`config.mk`:
```
export PLATFORM = sky130hd
export DESIGN_NAME = segint_div
export DESIGN_NICKNAME = d
export VERILOG_FILES = /design/src/hdl/segint_div.sv
export SDC_FILE = /design/constraint.sdc
export NUM_CORES = 2
export LEC_CHECK = 0
export BUFFER_PORTS_ARGS = -buffer_cell sky130_fd_sc_hd__buf_2
export CAP_MARGIN = 10
export CORE_UTILIZATION = 55
export CTS_CLUSTER_SIZE = 20
export DETAILED_ROUTE_END_ITERATION = 10
export PLACE_DENSITY = 0.71
export SLEW_MARGIN = 20
export SYNTH_ARGS = -nofsm -noshare
export SYNTH_HDL_FRONTEND = slang
export SYNTH_SLANG_ARGS = --single-unit
```
`constraint.sdc`:
```
create_clock -name i_clk -period 5.89 [get_ports i_clk]
set_input_delay 1.767 -clock i_clk [delete_from_list [all_inputs] [get_ports i_clk]]
set_output_delay 1.767 -clock i_clk [all_outputs]
set_load 0.05 [all_outputs]
```
`src/hdl/segint_div.sv`:
```
// pipelined restoring divider, one quotient bit per register stage
// no package dependencies; instantiated by segment_intersection
`default_nettype none

module segint_div #(
    parameter int DW = 35,  // divisor and partial remainder width
    parameter int QW = 24   // quotient width
) (
    input  wire logic               i_clk,
    input  wire logic               i_en,
    input  wire logic [DW+QW-1:0]   i_num,
    input  wire logic [DW-1:0]      i_den,
    output logic      [QW-1:0]      o_quo,
    output logic                    o_rem_nz
);

    // the top DW bits of the dividend must already be below the divisor
    logic [DW-1:0] r_rem [QW];
    logic [DW-1:0] r_den [QW-1];
    logic [QW-1:0] r_lq  [QW];   // dividend bits still to shift in, quotient bits behind

    for (genvar k = 0; k < QW; k++) begin : g_step
        logic [DW-1:0] rem_in;
        logic [DW-1:0] den_in;
        logic [QW-1:0] lq_in;
        logic [DW:0]   trial;
        logic [DW+1:0] diff;
        logic          ge;

        if (k == 0) begin : g_first
            assign rem_in = i_num[DW+QW-1:QW];
            assign lq_in  = i_num[QW-1:0];
            assign den_in = i_den;
        end else begin : g_next
            assign rem_in = r_rem[k-1];
            assign lq_in  = r_lq[k-1];
            assign den_in = r_den[k-1];
        end

        assign trial = {rem_in, lq_in[QW-1]};
        assign diff  = {1'b0, trial} - {2'b00, den_in};
        assign ge    = ~diff[DW+1];

        always_ff @(posedge i_clk) begin
            if (i_en) begin
                r_rem[k] <= ge ? diff[DW-1:0] : trial[DW-1:0];
                r_lq[k]  <= {lq_in[QW-2:0], ge};
            end
        end

        if (k < QW - 1) begin : g_den
            always_ff @(posedge i_clk) begin
                if (i_en) begin
                    r_den[k] <= den_in;
                end
            end
        end
    end

    assign o_quo    = r_lq[QW-1];
    assign o_rem_nz = |r_rem[QW-1];

endmodule

`default_nettype wire

```
==> run_results.csv <==
group,metric,value,unit
outcome,status,"finished, final reports clean",
clock_tree,cts_made_buffers,234,
critical_path,crit_required,6.51,ns
drt,initialDrtViolationCount,4375,
drt,drt-met1-wl,81.7,mm
floorplan,die_w,466,um
flow_run,cap_violations,0,
sta,setup_violations,0,
global_routing,track_usage,22.2,%
synthesis,synth_top_area_cell,"edfxtp_1",
synthesis,synthCells,10100,
sta,finalCriticalPeriod,5.23,ns
critical_path,end_kind,"flop",
global_routing,first_global_vias,79800,
floorplan,die_y,466,um
place,gp_congestion,0.964,
clock_tree,cts_tree,"yes",
global_routing,antenna_found_initial,1,
sta,rsz0062_at_grt,"no",
clock_tree,cts_hold_buf,0,
synthesis,ys_ff_latch,2221,
power_and_ir_drop,powerDensity,556,nW/um^2
drt,routed_via_density,5.74,
finish,final_cell_mix,"edfxtp_1, inv_1, a21oi_1",
synthesis,synth.yosys.warnings,0,
floorplan,io_pins,121,
synthesis,synthArstFlopShare,0,%
synthesis,synth_seq_area_share,56.3,%
critical_path,criticalPathCategory,"flop to flop",
power_and_ir_drop,peakVddDrop,0.356,mV
clock_tree,insertion_delay,0.90,ns
synthesis,syn_avg_cell_area,11.8,um^2
finish,layout_commonest_cell,"edfxtp_1",
finish,syn_to_final_growth,10.2,%
sta,hold_viol_final,0,
floorplan,rows,170,
critical_path,crit_fanout,25,
place,post-dp-hpwl,180,mm
drt,wl_met2,140,mm
finish,nFillCells,16300,
min_path,min_path_type,"flop to flop",
synthesis,syn_area,119000,um^2
floorplan,die_area,217000,um^2
drt,drc_errors,0,
floorplan,core_area,214000,um^2
synthesis,synth-edff-count,2221,
sta,slew_headroom,24.2,%
synthesis,ys_types,85,
drt,ant_nets,0,
sta,hold_slack,0.406,ns
drt,route.met3.wl,6.93,mm
place,port_buffers,120,
global_routing,overflow,0,
drt,wirelength,244,mm
critical_path,cp.arrival,5.85,ns
finish,drive_gt1_share,8.94,%
sta,period_share,88.7,%
clock_tree,clk_pin_slew,0.06,ns
sta,timing.setup.tns,0,ns
sta,drv_slew,0,
clock_tree,cts_buffer_depth,3,
clock_tree,cts_resized,0,
sta,skew,0.0486,ns
sta,worst_pin_slew,1.14,ns
drt,topRoutingLayerUsed,"met4",
clock_tree,cts-root-buf,"clkbuf_16",
clock_tree,numClockSinks,2221,
synthesis,ys.flop_type,"edfxtp_1",
power_and_ir_drop,p_leak,53.7,nW
drt,routed-via-count,76700,
global_routing,grt_max_degree,165,
clock_tree,post-cts-setup-buffers,0,
synthesis,synth.area.top_cells,"edfxtp_1, ha_1, a21oi_1",
critical_path,startpoint_type,"flop",
synthesis,synth_fp_nets,11000,
finish,final_nets,11300,
synthesis,synth_top_area_share,56.3,%
sta,max_freq,191,MHz
floorplan,start_util,55.3,%
clock_tree,htreeDepth,4,
global_routing,grt_pass1_wl,390,mm
drt,drt-pass1-iter-count,5,
drt,wl_per_cell,18.2,um
[through the flow]
step / setup slack, ns / util, % / cell area (um^2) / total power, mW / std cells
4_1_cts: 0.611 / 60.9 / 131000 / 72.8 / 13400
5_1_grt: 0.386 / 60.9 / 131000 / 77.3 / 13400
6_report: 0.663 / 60.9 / 131000 / 72.6 / 13400
3_5_place_dp: 0.266 / 57.4 / 123000 / 58.0 / 12900
2_1_floorplan: 0.561 / - / 119000 / 49.8 / 10100
3_3_place_gp: 0.187 / 57.4 / 123000 / 56.8 / 12900
[per-layer routing]
| layer | vias to the layer above | track usage, % |
|---|---|---|
| li1 | 37500 | - |
| met3 | 796 | 2.68 |
| met2 | 1712 | 45.7 |
| met5 | - | 0 |
| met4 | 0 | 14.0 |
| met1 | 36600 | 19.9 |
[state kept, by name, indices dropped and copies added, names as in the netlist]
| register | flops |
|---|---|
| r_rem | 840 |
| r_den | 805 |
| r_lq | 576 |
[power by group]
group | switching (mW) | internal, mW | leakage (nW)
Sequential | 2.19 | 23.3 | 21.7
Clock | 6.20 | 8.31 | 3.65
Combinational | 18.2 | 14.4 | 28.4
Total | 26.6 | 46.0 | 53.7
[cell usage after synthesis (all sizes together) (19+ instances only)]
cell	number
a2111oi	19
a211o	26
a211oi	63
a21o	462
a21oi	866
a31o	20
a31oi	90
a41oi	24
and2	46
and3	80
and4	19
buf	34
clkbuf	176
edfxtp	2221
fa	24
ha	840
inv	1032
mux2	304
mux2i	19
nand2	618
nand2b	120
nand3	119
nand4	100
nor2	591
nor2b	126
nor3	103
o211ai	26
o21a	126
o21ai	602
o21bai	79
o31a	35
o31ai	60
or2	22
or3	28
xnor2	411
xor2	290
[kinds of logic after synthesis]
group	share of synthesized area, %
mux	3.13
compound gates	14.2
fa+ha+maj	9.27
xor+xnor	5.18
flops	56.3
buf+inv	3.98
simple gates	8.00
[critical path, cell delays in order, from the launching register on]
cell	delay, ns
edfxtp_1	0.38
ha_1	0.34
fa_1	0.44
nand2b_1	0.18
a21oi_1	0.27
nor3_1	0.13
o41ai_1	0.64
a21oi_1	0.32
o31ai_1	0.55
a21oi_1	0.32
o21ai_0	0.40
a211o_2	0.56
mux2_2	0.39
[area by class of cell]
cell class	instances	area, um^2	share of cell area [%]
clock buffers	293	6140	4.70
well taps	2838	3550	2.72
multi-input cells	6595	47200	36.1
flip-flops and latches	2221	66700	51.0
repair buffers	239	1760	1.35
diodes	6	15.0	0.0115
inverters	1033	3880	2.97
clock inverters	134	1420	1.09
[path summary, 6_finish.rpt]
| kind | from | endpoint | slack (ns) | cells past startpoint |
|---|---|---|---|---|
| setup reg to reg | r_den[0][210] | r_rem[0][256] | 0.66 | 12 |
| hold reg to reg | r_lq[0][177] | r_lq[1][10] | 0.41 | 0 |
| hold / removal | r_lq[0][177] | r_lq[1][10] | 0.41 | 0 |
| setup / recovery | r_den[0][210] | r_rem[0][256] | 0.66 | 12 |
(Power assumes the default switching activity.)
